## src/hw/rtl/assert_macros.svh

```systemverilog
// Assertion macros shared by the RTL modules.
// Needs a clock named clock and a reset named reset in the using module.
`ifndef ASSERT_MACROS_SVH
`define ASSERT_MACROS_SVH

// Implication checked in the same cycle.
`define SFPR_ASSERT_NOW(lbl, pre, post) \
   lbl: assert property (@(posedge clock) disable iff (reset) (pre) |-> (post)) \
      else $error("assertion failed");

// Implication checked in the next cycle.
`define SFPR_ASSERT_NEXT(lbl, pre, post) \
   lbl: assert property (@(posedge clock) disable iff (reset) (pre) |=> (post)) \
      else $error("assertion failed");

`endif

```

## src/hw/rtl/sfpr_pkg.sv

```systemverilog
// Types and constants of the segmented FIFO page replacement block.
// No dependencies.
package sfpr_pkg;

   localparam int PAGE_W      = 20;
   localparam int PAGE_LSB    = 12;
   localparam int ADDR_W      = 32;
   localparam int CFG_W       = 7;
   localparam int CNT_W       = 32;
   localparam int PROD_W      = 14;
   localparam int RECIP_SHIFT = 24;

   // ceil(2^24 / 100); exact for products below 2^14
   localparam logic [17:0] RECIP_K = 18'd167773;
   localparam logic [CFG_W-1:0] PCT_MAX = 7'd99;

   localparam logic [1:0] HIT_MISS      = 2'd0;
   localparam logic [1:0] HIT_PRIMARY   = 2'd1;
   localparam logic [1:0] HIT_SECONDARY = 2'd2;

   localparam logic CSR_TOTAL_FRAMES      = 1'b0;
   localparam logic CSR_SECONDARY_PERCENT = 1'b1;

   typedef struct packed {
      logic [PAGE_W-1:0] page;
      logic              dirty;
   } entry_type;

endpackage

```

## src/hw/rtl/segmented_fifo_page_replacement.sv

```systemverilog
// Top level of the segmented FIFO page replacement block.
// Depends on sfpr_pkg, sfpr_ring and assert_macros.svh.
//
// Usage:
//   Request channel (req_valid / req_stall) carries one access: address and
//   write flag. Response channel (rsp_valid / rsp_stall) returns one result
//   per request: disk read/write flags, hit place and three saturating totals.
//   The csr_ port writes total_frames (index 0) and secondary_percent (1).
//   Each list lives in a ring memory; lookups scan it one entry a cycle.
//   From accept to rsp_valid a request runs the share step and the primary
//   scan, which a primary hit or a primary fill ends; when the primary list
//   is full, a demotion after a secondary miss adds the tail read, the scan
//   over the secondary list and the push, plus a secondary tail read for a
//   drop; a secondary hit at position J instead adds the scan and the LRU shift.
//   The memory scans set the time taken; one request is worked on at a time.
//   A new request is taken while the previous response waits to be taken.
//   Reset empties both lists, clears the totals and loads the register
//   defaults (64 frames, 50 percent). No clearing pass is needed.
//   While rsp_stall is high the response holds; a finished request then
//   waits until the response register frees.
module segmented_fifo_page_replacement
   import sfpr_pkg::*;
#(
   parameter int MAX_FRAMES = 64
) (
   input  logic              clock,
   input  logic              reset,
   input  logic              req_valid,
   output logic              req_stall,
   input  logic [ADDR_W-1:0] req_access_address,
   input  logic              req_is_write,
   output logic              rsp_valid,
   input  logic              rsp_stall,
   output logic              rsp_disk_read,
   output logic              rsp_disk_write,
   output logic [1:0]        rsp_hit_place,
   output logic [CNT_W-1:0]  rsp_reads_so_far,
   output logic [CNT_W-1:0]  rsp_writes_so_far,
   output logic [CNT_W-1:0]  rsp_accesses_so_far,
   input  logic              csr_write,
   input  logic              csr_index,
   input  logic [CFG_W-1:0]  csr_wdata
);

   `include "assert_macros.svh"

   localparam int AW = $clog2(MAX_FRAMES);
   localparam int UW = $clog2(MAX_FRAMES + 1);
   localparam int CW = (UW > CFG_W) ? UW : CFG_W;

   localparam logic [3:0] ST_IDLE     = 4'd0;
   localparam logic [3:0] ST_SHARE    = 4'd1;
   localparam logic [3:0] ST_PSCAN    = 4'd2;
   localparam logic [3:0] ST_PTAIL    = 4'd3;
   localparam logic [3:0] ST_SSCAN    = 4'd4;
   localparam logic [3:0] ST_STAIL    = 4'd5;
   localparam logic [3:0] ST_SHIFT_RD = 4'd6;
   localparam logic [3:0] ST_SHIFT_WR = 4'd7;
   localparam logic [3:0] ST_PUSH     = 4'd8;
   localparam logic [3:0] ST_FINISH   = 4'd9;

   logic [3:0]        state_ff, state_in;
   logic [CFG_W-1:0]  frames_cfg_ff, frames_cfg_in;
   logic [CFG_W-1:0]  pct_cfg_ff, pct_cfg_in;
   logic [PAGE_W-1:0] page_ff, page_in;
   logic              wflag_ff, wflag_in;
   logic [CFG_W-1:0]  frames_ff, frames_in;
   logic [PROD_W-1:0] prod_ff, prod_in;
   logic [CFG_W-1:0]  sec_share_ff, sec_share_in;
   logic [CFG_W-1:0]  pri_share_ff, pri_share_in;
   logic [AW-1:0]     p_head_ff, p_head_in;
   logic [AW-1:0]     s_head_ff, s_head_in;
   logic [UW-1:0]     p_used_ff, p_used_in;
   logic [UW-1:0]     s_used_ff, s_used_in;
   logic [UW-1:0]     idx_ff, idx_in;
   logic [UW-1:0]     rd_idx_ff, rd_idx_in;
   logic              rd_valid_ff, rd_valid_in;
   logic [UW-1:0]     sh_idx_ff, sh_idx_in;
   entry_type         tail_ff, tail_in;
   entry_type         pnew_ff, pnew_in;
   logic              dread_ff, dread_in;
   logic              dwrite_ff, dwrite_in;
   logic [1:0]        hit_ff, hit_in;
   logic [CNT_W-1:0]  reads_ff, reads_in;
   logic [CNT_W-1:0]  writes_ff, writes_in;
   logic [CNT_W-1:0]  accesses_ff, accesses_in;
   logic              rsp_valid_ff, rsp_valid_in;
   logic              rsp_dread_ff, rsp_dread_in;
   logic              rsp_dwrite_ff, rsp_dwrite_in;
   logic [1:0]        rsp_hit_ff, rsp_hit_in;

   logic          p_rd_en, p_wr_en, p_wr_push;
   logic [AW-1:0] p_rd_idx, p_wr_idx;
   entry_type     p_wr_data, p_q;
   logic          s_rd_en, s_wr_en, s_wr_push;
   logic [AW-1:0] s_rd_idx, s_wr_idx;
   entry_type     s_wr_data, s_q;

   logic [CFG_W-1:0] frames_clamp;
   logic [CFG_W-1:0] pct_clamp;
   logic [31:0]      recip_prod;
   logic [CFG_W-1:0] sec_calc;
   logic [UW-1:0]    p_last, s_last, sh_next;
   logic [AW-1:0]    p_head_dec, s_head_dec;
   logic             req_take, rsp_load;

   sfpr_ring #(.MAX_FRAMES(MAX_FRAMES)) u_primary (
      .clock   (clock),
      .head    (p_head_ff),
      .rd_en   (p_rd_en),
      .rd_idx  (p_rd_idx),
      .rd_data (p_q),
      .wr_en   (p_wr_en),
      .wr_push (p_wr_push),
      .wr_idx  (p_wr_idx),
      .wr_data (p_wr_data)
   );

   sfpr_ring #(.MAX_FRAMES(MAX_FRAMES)) u_secondary (
      .clock   (clock),
      .head    (s_head_ff),
      .rd_en   (s_rd_en),
      .rd_idx  (s_rd_idx),
      .rd_data (s_q),
      .wr_en   (s_wr_en),
      .wr_push (s_wr_push),
      .wr_idx  (s_wr_idx),
      .wr_data (s_wr_data)
   );

   assign req_stall = (state_ff != ST_IDLE);
   assign req_take  = req_valid && (state_ff == ST_IDLE);
   assign rsp_load  = (state_ff == ST_FINISH) && (!rsp_valid_ff || !rsp_stall);

   assign p_last     = p_used_ff - UW'(1);
   assign s_last     = s_used_ff - UW'(1);
   assign sh_next    = sh_idx_ff + UW'(1);
   assign p_head_dec = (p_head_ff == '0) ? AW'(MAX_FRAMES - 1) : p_head_ff - AW'(1);
   assign s_head_dec = (s_head_ff == '0) ? AW'(MAX_FRAMES - 1) : s_head_ff - AW'(1);

   always_comb begin
      frames_clamp = (frames_cfg_ff == '0) ? CFG_W'(1) : frames_cfg_ff;
      if (CW'(frames_clamp) > CW'(MAX_FRAMES)) begin
         frames_clamp = CFG_W'(MAX_FRAMES);
      end
      pct_clamp  = (pct_cfg_ff > PCT_MAX) ? PCT_MAX : pct_cfg_ff;
      recip_prod = 32'(prod_ff) * 32'(RECIP_K);
      sec_calc   = CFG_W'(recip_prod >> RECIP_SHIFT);
   end

   always_comb begin
      frames_cfg_in = frames_cfg_ff;
      pct_cfg_in    = pct_cfg_ff;
      if (csr_write) begin
         case (csr_index)
            CSR_TOTAL_FRAMES:      frames_cfg_in = csr_wdata;
            CSR_SECONDARY_PERCENT: pct_cfg_in    = csr_wdata;
            default: ;
         endcase
      end
   end

   always_comb begin
      state_in     = state_ff;
      page_in      = page_ff;
      wflag_in     = wflag_ff;
      frames_in    = frames_ff;
      prod_in      = prod_ff;
      sec_share_in = sec_share_ff;
      pri_share_in = pri_share_ff;
      p_head_in    = p_head_ff;
      s_head_in    = s_head_ff;
      p_used_in    = p_used_ff;
      s_used_in    = s_used_ff;
      idx_in       = idx_ff;
      rd_idx_in    = rd_idx_ff;
      rd_valid_in  = rd_valid_ff;
      sh_idx_in    = sh_idx_ff;
      tail_in      = tail_ff;
      pnew_in      = pnew_ff;
      dread_in     = dread_ff;
      dwrite_in    = dwrite_ff;
      hit_in       = hit_ff;
      p_rd_en      = 1'b0;
      p_rd_idx     = idx_ff[AW-1:0];
      p_wr_en      = 1'b0;
      p_wr_push    = 1'b0;
      p_wr_idx     = rd_idx_ff[AW-1:0];
      p_wr_data    = pnew_ff;
      s_rd_en      = 1'b0;
      s_rd_idx     = idx_ff[AW-1:0];
      s_wr_en      = 1'b0;
      s_wr_push    = 1'b0;
      s_wr_idx     = sh_next[AW-1:0];
      s_wr_data    = s_q;

      case (state_ff)
         ST_IDLE: begin
            if (req_take) begin
               page_in   = req_access_address[PAGE_LSB +: PAGE_W];
               wflag_in  = req_is_write;
               frames_in = frames_clamp;
               prod_in   = PROD_W'(frames_clamp) * PROD_W'(pct_clamp);
               dread_in  = 1'b0;
               dwrite_in = 1'b0;
               hit_in    = HIT_MISS;
               state_in  = ST_SHARE;
            end
         end
         ST_SHARE: begin
            sec_share_in = sec_calc;
            pri_share_in = frames_ff - sec_calc;
            idx_in       = '0;
            rd_valid_in  = 1'b0;
            state_in     = ST_PSCAN;
         end
         ST_PSCAN: begin
            if (rd_valid_ff && (p_q.page == page_ff)) begin
               if (wflag_ff) begin
                  p_wr_en   = 1'b1;
                  p_wr_idx  = rd_idx_ff[AW-1:0];
                  p_wr_data = '{page: page_ff, dirty: 1'b1};
               end
               hit_in      = HIT_PRIMARY;
               rd_valid_in = 1'b0;
               state_in    = ST_FINISH;
            end else if ((p_used_ff == '0) || (rd_valid_ff && (rd_idx_ff == p_last))) begin
               rd_valid_in = 1'b0;
               if (CW'(p_used_ff) < CW'(pri_share_ff)) begin
                  p_wr_en   = 1'b1;
                  p_wr_push = 1'b1;
                  p_wr_data = '{page: page_ff, dirty: wflag_ff};
                  p_head_in = p_head_dec;
                  p_used_in = p_used_ff + UW'(1);
                  dread_in  = 1'b1;
                  state_in  = ST_FINISH;
               end else begin
                  p_rd_en  = 1'b1;
                  p_rd_idx = p_last[AW-1:0];
                  state_in = ST_PTAIL;
               end
            end else if (idx_ff < p_used_ff) begin
               p_rd_en     = 1'b1;
               p_rd_idx    = idx_ff[AW-1:0];
               rd_valid_in = 1'b1;
               rd_idx_in   = idx_ff;
               idx_in      = idx_ff + UW'(1);
            end else begin
               rd_valid_in = 1'b0;
            end
         end
         ST_PTAIL: begin
            tail_in     = p_q;
            idx_in      = '0;
            rd_valid_in = 1'b0;
            state_in    = ST_SSCAN;
         end
         ST_SSCAN: begin
            if (rd_valid_ff && (s_q.page == page_ff)) begin
               pnew_in     = '{page: s_q.page, dirty: s_q.dirty | wflag_ff};
               hit_in      = HIT_SECONDARY;
               rd_valid_in = 1'b0;
               if (rd_idx_ff == '0) begin
                  state_in = ST_PUSH;
               end else begin
                  sh_idx_in = rd_idx_ff - UW'(1);
                  state_in  = ST_SHIFT_RD;
               end
            end else if ((s_used_ff == '0) || (rd_valid_ff && (rd_idx_ff == s_last))) begin
               rd_valid_in = 1'b0;
               pnew_in     = '{page: page_ff, dirty: wflag_ff};
               dread_in    = 1'b1;
               if ((s_used_ff != '0) && (CW'(s_used_ff) >= CW'(sec_share_ff))) begin
                  s_rd_en  = 1'b1;
                  s_rd_idx = s_last[AW-1:0];
                  state_in = ST_STAIL;
               end else begin
                  state_in = ST_PUSH;
               end
            end else if (idx_ff < s_used_ff) begin
               s_rd_en     = 1'b1;
               s_rd_idx    = idx_ff[AW-1:0];
               rd_valid_in = 1'b1;
               rd_idx_in   = idx_ff;
               idx_in      = idx_ff + UW'(1);
            end else begin
               rd_valid_in = 1'b0;
            end
         end
         ST_STAIL: begin
            dwrite_in = s_q.dirty;
            s_used_in = s_last;
            state_in  = ST_PUSH;
         end
         ST_SHIFT_RD: begin
            s_rd_en  = 1'b1;
            s_rd_idx = sh_idx_ff[AW-1:0];
            state_in = ST_SHIFT_WR;
         end
         ST_SHIFT_WR: begin
            s_wr_en   = 1'b1;
            s_wr_idx  = sh_next[AW-1:0];
            s_wr_data = s_q;
            if (sh_idx_ff == '0) begin
               state_in = ST_PUSH;
            end else begin
               sh_idx_in = sh_idx_ff - UW'(1);
               state_in  = ST_SHIFT_RD;
            end
         end
         ST_PUSH: begin
            p_wr_en   = 1'b1;
            p_wr_push = 1'b1;
            p_wr_data = pnew_ff;
            p_head_in = p_head_dec;
            s_wr_en   = 1'b1;
            s_wr_data = tail_ff;
            if (hit_ff == HIT_SECONDARY) begin
               s_wr_idx = '0;
            end else begin
               s_wr_push = 1'b1;
               s_head_in = s_head_dec;
               s_used_in = s_used_ff + UW'(1);
            end
            state_in = ST_FINISH;
         end
         ST_FINISH: begin
            if (rsp_load) begin
               state_in = ST_IDLE;
            end
         end
         default: begin
            state_in = ST_IDLE;
         end
      endcase
   end

   always_comb begin
      reads_in      = reads_ff;
      writes_in     = writes_ff;
      accesses_in   = accesses_ff;
      rsp_valid_in  = rsp_valid_ff && rsp_stall;
      rsp_dread_in  = rsp_dread_ff;
      rsp_dwrite_in = rsp_dwrite_ff;
      rsp_hit_in    = rsp_hit_ff;
      if (rsp_load) begin
         if (dread_ff && (reads_ff != '1)) begin
            reads_in = reads_ff + CNT_W'(1);
         end
         if (dwrite_ff && (writes_ff != '1)) begin
            writes_in = writes_ff + CNT_W'(1);
         end
         if (accesses_ff != '1) begin
            accesses_in = accesses_ff + CNT_W'(1);
         end
         rsp_valid_in  = 1'b1;
         rsp_dread_in  = dread_ff;
         rsp_dwrite_in = dwrite_ff;
         rsp_hit_in    = hit_ff;
      end
   end

   always_ff @(posedge clock) begin
      if (reset) begin
         state_ff      <= ST_IDLE;
         frames_cfg_ff <= 7'd64;
         pct_cfg_ff    <= 7'd50;
         p_head_ff     <= '0;
         s_head_ff     <= '0;
         p_used_ff     <= '0;
         s_used_ff     <= '0;
         rd_valid_ff   <= 1'b0;
         reads_ff      <= '0;
         writes_ff     <= '0;
         accesses_ff   <= '0;
         rsp_valid_ff  <= 1'b0;
      end else begin
         state_ff      <= state_in;
         frames_cfg_ff <= frames_cfg_in;
         pct_cfg_ff    <= pct_cfg_in;
         p_head_ff     <= p_head_in;
         s_head_ff     <= s_head_in;
         p_used_ff     <= p_used_in;
         s_used_ff     <= s_used_in;
         rd_valid_ff   <= rd_valid_in;
         reads_ff      <= reads_in;
         writes_ff     <= writes_in;
         accesses_ff   <= accesses_in;
         rsp_valid_ff  <= rsp_valid_in;
      end
   end

   always_ff @(posedge clock) begin
      page_ff       <= page_in;
      wflag_ff      <= wflag_in;
      frames_ff     <= frames_in;
      prod_ff       <= prod_in;
      sec_share_ff  <= sec_share_in;
      pri_share_ff  <= pri_share_in;
      idx_ff        <= idx_in;
      rd_idx_ff     <= rd_idx_in;
      sh_idx_ff     <= sh_idx_in;
      tail_ff       <= tail_in;
      pnew_ff       <= pnew_in;
      dread_ff      <= dread_in;
      dwrite_ff     <= dwrite_in;
      hit_ff        <= hit_in;
      rsp_dread_ff  <= rsp_dread_in;
      rsp_dwrite_ff <= rsp_dwrite_in;
      rsp_hit_ff    <= rsp_hit_in;
   end

   assign rsp_valid           = rsp_valid_ff;
   assign rsp_disk_read       = rsp_dread_ff;
   assign rsp_disk_write      = rsp_dwrite_ff;
   assign rsp_hit_place       = rsp_hit_ff;
   assign rsp_reads_so_far    = reads_ff;
   assign rsp_writes_so_far   = writes_ff;
   assign rsp_accesses_so_far = accesses_ff;

   `SFPR_ASSERT_NOW(a_used_bound, 1'b1,
      (CW'(p_used_ff) <= CW'(MAX_FRAMES)) && (CW'(s_used_ff) <= CW'(MAX_FRAMES)))
   `SFPR_ASSERT_NOW(a_write_on_miss, rsp_valid_ff && rsp_dwrite_ff,
      rsp_dread_ff && (rsp_hit_ff == HIT_MISS))
   `SFPR_ASSERT_NOW(a_read_iff_miss, rsp_valid_ff,
      rsp_dread_ff == (rsp_hit_ff == HIT_MISS))
   `SFPR_ASSERT_NEXT(a_load_counts, rsp_load && (accesses_ff != '1),
      accesses_ff == $past(accesses_ff) + CNT_W'(1))

endmodule

```

## src/hw/rtl/sfpr_ring.sv

```systemverilog
// Ring-addressed list store: one synchronous memory, logical-to-physical mapping.
// Depends on sfpr_pkg.
module sfpr_ring
   import sfpr_pkg::*;
#(
   parameter int MAX_FRAMES = 64
) (
   input  logic                          clock,
   input  logic [$clog2(MAX_FRAMES)-1:0] head,
   input  logic                          rd_en,
   input  logic [$clog2(MAX_FRAMES)-1:0] rd_idx,
   output entry_type                     rd_data,
   input  logic                          wr_en,
   input  logic                          wr_push,
   input  logic [$clog2(MAX_FRAMES)-1:0] wr_idx,
   input  entry_type                     wr_data
);

   localparam int AW = $clog2(MAX_FRAMES);

   entry_type mem [MAX_FRAMES];
   entry_type rd_data_ff;
   logic [AW-1:0] rd_addr;
   logic [AW-1:0] wr_addr;
   logic [AW:0]   rd_sum;
   logic [AW:0]   wr_sum;

   always_comb begin
      rd_sum = {1'b0, head} + {1'b0, rd_idx};
      if (rd_sum >= (AW+1)'(MAX_FRAMES)) begin
         rd_sum = rd_sum - (AW+1)'(MAX_FRAMES);
      end
      rd_addr = rd_sum[AW-1:0];
      wr_sum = {1'b0, head} + {1'b0, wr_idx};
      if (wr_sum >= (AW+1)'(MAX_FRAMES)) begin
         wr_sum = wr_sum - (AW+1)'(MAX_FRAMES);
      end
      if (wr_push) begin
         wr_addr = (head == '0) ? AW'(MAX_FRAMES - 1) : head - AW'(1);
      end else begin
         wr_addr = wr_sum[AW-1:0];
      end
   end

   always_ff @(posedge clock) begin
      if (wr_en) begin
         mem[wr_addr] <= wr_data;
      end
      if (rd_en) begin
         rd_data_ff <= mem[rd_addr];
      end
   end

   assign rd_data = rd_data_ff;

endmodule
```

## config.mk

```make
export PLATFORM = sky130hd
export DESIGN_NAME = segmented_fifo_page_replacement
export DESIGN_NICKNAME = d
export VERILOG_FILES = /design/src/hw/rtl/sfpr_pkg.sv /design/src/hw/rtl/segmented_fifo_page_replacement.sv /design/src/hw/rtl/sfpr_ring.sv
export VERILOG_INCLUDE_DIRS = /design/src /design/src/hw/rtl
export SDC_FILE = /design/constraint.sdc
export NUM_CORES = 2
export LEC_CHECK = 0
export BUFFER_PORTS_ARGS = -buffer_cell sky130_fd_sc_hd__clkbuf_2
export CAP_MARGIN = 20
export CORE_ASPECT_RATIO = 0.8
export CORE_UTILIZATION = 45
export DETAILED_ROUTE_END_ITERATION = 6
export PLACE_DENSITY = 0.68
export SLEW_MARGIN = 30
export SYNTH_ARGS = -nofsm -noshare
export SYNTH_HDL_FRONTEND = slang
export SYNTH_HIERARCHICAL = 1
export SYNTH_SLANG_ARGS = --single-unit
```

## constraint.sdc

```tcl
create_clock -name clock -period 7.4 [get_ports clock]
set_input_delay 1.48 -clock clock [delete_from_list [all_inputs] [get_ports clock]]
set_output_delay 1.48 -clock clock [all_outputs]
set_load 0.01 [all_outputs]
```

==> flow_summary.rst <==
.. list-table::
   :header-rows: 1

   * - Metric
     - Value
   * - Status
     - finished, violations left
   * - Violations in the final reports
     - DRC
   * - Register-to-register path setup slack
     - 0.35 ns
   * - Share of post-route cells with drive strength above 1
     - 0.235
   * - Critical path cell sequence
     - fa_2, fa_1, fa_1, fa_1, fa_1, fa_1, ha_1, and3_1, nand4_1, o311ai_4, a21oi_2, o21bai_1, a21oi_1, xnor2_1, ha_1, inv_1, fa_1, a21o_1, nor2_1, a21oi_1, a311o_1, xnor2_1
   * - Most frequent cell on the critical path
     - fa_1
   * - Clock network latency to the later pin of the worst-skew pair
     - ~0.94 ns
   * - Die outline area
     - 281,000 um^2
   * - Number of standard cells in the final layout excluding fillers
     - 11,300
   * - Final RePlAce weighted congestion
     - 0.861
   * - Yosys warning total
     - 6
   * - Area growth from synthesis to layout
     - 13.3%
   * - Die Wd
     - roughly 590 um
   * - Count of max-cap constraint violations
     - 0
   * - Maximum number of pins on one net before global-route repair
     - 119
   * - Routed length per placed instance
     - 27.5 um
   * - Via count of the first global-routing pass
     - 65,900
   * - Sum of buffers and inverters on the critical path
     - 1
   * - HP Start
     - u_primary/rd_data[0]$_DFFE_PP_
   * - Post-layout min period
     - 7.05 ns
   * - Crit path launch type
     - register
   * - Area leader, netlist
     - edfxtp_1
   * - Leakage power
     - 47.6 nW
   * - Number of DRC markers in iteration 0
     - 8,853
   * - Cell variety after synth
     - 97
   * - Share of synthesized area occupied by flip-flops and latches
     - 0.707
   * - Placeable core region
     - ~280,000 um^2
   * - Total congestion overflow after global routing
     - 0
   * - Post-Synthesis Net Count
     - between 7,000 and 8,000
   * - Antenna-violating nets left
     - 0
   * - Area of placed instances
     - 132,000 um^2
   * - Max Buffers Root-to-Sink
     - 4
   * - Final worst-path cycle share
     - 0.953
   * - Worst vdd rail ir drop
     - 0.346 mV
   * - Share of Yosys cell area claimed by the top area cell type
     - 0.684
   * - Mean number of vias per cell
     - approximately 6.0
   * - Clk_skew
     - 0.0668 ns
   * - Total count of hold-check failures in the final report
     - 0
   * - Number of remaining DRC errors
     - 3
   * - Top FF cell, synth
     - edfxtp_1
   * - Wire length of the first global-routing pass
     - 451 mm
   * - TritonCTS clock tree
     - yes
   * - Netlist Area Pre-Place
     - ~130,000 um^2
   * - Number of I/O port buffers
     - 135
   * - Cell count after placement
     - 10,700
   * - Area contributors post-synth
     - edfxtp_1 (68%), mux4_2 (12%), dfxtp_1 (2.3%)
   * - Library cell used as clock root buffer
     - clkbuf_16
   * - First drt pass iteration count
     - 7
   * - Synthesized flop and latch total
     - 2,999
   * - Top library cells by usage in the layout, fill and taps aside
     - edfxtp_1 (2,857), nand2_1 (704), mux4_2 (672)
   * - Num CTS Buffers
     - 313
   * - Critical path class
     - reg -> reg
   * - Placement Rows
     - 172
   * - Worst flop-to-flop path endpoint
     - pri_share_ff[6]$_DFFE_PP_
   * - Post-DP HPWL
     - 188 mm
   * - Hold Path Stages
     - 0
   * - Worst setup EP type
     - register
   * - Data arrival time at the worst-slack endpoint
     - 7.72 ns
   * - Number of antenna violations at the first check in global routing
     - 14
   * - Post-route cell area
     - 142,000 um^2
   * - FF-to-FF path depth
     - 22
   * - Cell Pwr Density
     - 332 nW/um^2
   * - Reg clk slew, reported paths
     - around 0.060 ns
   * - Worst-Margin Slew
     - approximately 1.0 ns
   * - Largest fanout of any net on the critical path
     - 5
   * - Pwr Total
     - 47.2 mW
   * - Largest incremental delay on the critical path
     - approximately 0.64 ns
   * - Fin. max-slew vios
     - 0
   * - Placement-stage worst setup slack
     - 0.121 ns
   * - Crit path setup slack, layout
     - ~0.35 ns
   * - FFs w/ async S/R, synth
     - 0
   * - Via Count
     - 67,200
   * - End point of the most critical hold path
     - tail_ff[0]$_DFFE_PP_
   * - Global Route Usage Sum
     - 0.220
   * - Post-synthesis average cell area
     - 18.0 um^2
   * - Finish-stage setup viols
     - 0
   * - Leading cell type in the layout, fill and taps excluded
     - edfxtp_1
   * - Critical Path Slowest Stage Cell
     - fa_2
   * - Vertical die dimension
     - 474 um
   * - Path category of the worst min-delay check
     - reg -> reg
   * - Post-Synthesis Cells
     - 6,983
   * - Slew HR
     - 0.334
   * - Starting utilization of the core area
     - 0.455
   * - Count of flip-flops with a built-in enable after synthesis
     - 2,857
   * - Worst hold slack
     - 0.426 ns
   * - Level count of the clock H-tree
     - 5
   * - Data required time at the worst endpoint
     - 8.07 ns
   * - Num Clock Sinks
     - 2,999
   * - Source of the worst register-to-register timing path
     - prod_ff[11]$_DFFE_PP_
   * - Cell family contributing the most delay on the critical path
     - adder cells
   * - Top Ports
     - 148
   * - Fmax
     - roughly 140 MHz
   * - Routed Wire Length
     - around 310 mm
   * - Final layout net count
     - between 7,000 and 8,000
==> cell families after synthesis <==
family          share of synthesized area
mux                                 0.134
simple gates                       0.0568
buf+inv                            0.0198
fa+ha+maj                          0.0399
xor+xnor                           0.0159
compound gates                     0.0268
flops                               0.707
==> layer usage <==
| metal | track usage | wire [um] | vias up |
|---|---|---|---|
| met2 | 0.321 | 136000 | 3329 |
| met4 | 0.0647 | 8910 | 2 |
| li1 | - | - | 28300 |
| met5 | 0 | 13 | - |
| met1 | 0.332 | 131000 | 35100 |
| met3 | 0.0505 | 33800 | 460 |
==> per-stage QoR <==
step | setup TNS, ns | util
finish | 0 | 0.515
global route | -0.00265 | 0.515
CTS | 0 | 0.514
detailed placement | 0 | 0.480
global placement | 0 | 0.480
floorplan | 0 | -
==> area by class of cell <==
cell class | count | area, um^2
flip-flops and latches | 2999 | 88600
fillers | 21700 | 134000
clock inverters | 135 | 1100
multi-input cells | 3413 | 35100
inverters | 232 | 871
diodes | 5 | 12.5
well taps | 3654 | 4570
clock buffers | 399 | 8300
repair buffers | 436 | 3500
==> registers in the layout, indices dropped and copies added, names as in the netlist, 4 cells and up <==
signal and count:
state_ff 4, pnew_ff 21, idx_ff 7, u_primary/mem 1344
rd_idx_ff 7, frames_ff 7, u_secondary/rd_data 21, frames_cfg_ff 7
s_head_ff 6, tail_ff 21, u_primary/rd_data 21, rsp_reads_so_far 32
sec_share_ff 7, p_used_ff 7, pri_share_ff 7, pct_cfg_ff 7
page_ff 20, rsp_writes_so_far 32, rsp_accesses_so_far 32, p_head_ff 6
sh_idx_ff 7, prod_ff 14, s_used_ff 7, u_secondary/mem 1344
==> cells in the mapped netlist (all sizes together) (4+ instances only) <==
master	count
buf	171
o2111ai	4
edfxtp	2857
a21o	33
o22a	4
a211o	4
xnor2	119
clkbuf	168
mux2	65
a221o	49
or2	5
a21oi	100
and4	17
a31oi	92
o211ai	6
nand3	82
dfxtp	142
mux4	672
o22ai	9
a31o	5
a211oi	18
ha	216
or3	29
inv	231
nor3	55
o21a	6
and2	19
o21bai	12
mux2i	97
nand3b	4
o21ai	61
nor2b	19
nor4	15
nor2	309
nand4	41
nand2b	21
or4	5
nand2	727
nor3b	5
o32ai	42
fa	114
and3	197
xor2	99
==> report_power, final <==
group	total, mW	switching (mW)	internal, mW
logic	13.4	7.84	5.60
clock network	14.7	6.24	8.49
registers	19.0	0.145	18.9
total	47.2	14.2	33.0
==> repair_timing <==
item | 4_1_cts | 5_1_grt
buffers inserted | 0 | 8
endpoints found under the hold margin | 0 | 0
setup endpoints to repair | 0 | 2
resized for setup | 0 | 12
hold buffers | 0 | 0
==> worst max path at each step <==
stage / end / start / cells after the start / slack [ns]
2_1_floorplan: pri_share_ff[5]$_DFFE_PP_ / prod_ff[12]$_DFFE_PP_ / 19 / 0.60
3_3_place_gp: pri_share_ff[6]$_DFFE_PP_ / prod_ff[6]$_DFFE_PP_ / 27 / 0.19
3_5_place_dp: pri_share_ff[6]$_DFFE_PP_ / prod_ff[6]$_DFFE_PP_ / 27 / 0.12
4_1_cts: pri_share_ff[6]$_DFFE_PP_ / prod_ff[6]$_DFFE_PP_ / 27 / 0.1
5_1_grt: pri_share_ff[6]$_DFFE_PP_ / prod_ff[6]$_DFFE_PP_ / 28 / -0.003
6_report: pri_share_ff[6]$_DFFE_PP_ / prod_ff[11]$_DFFE_PP_ / 22 / 0.35
(Power assumes the default switching activity.)
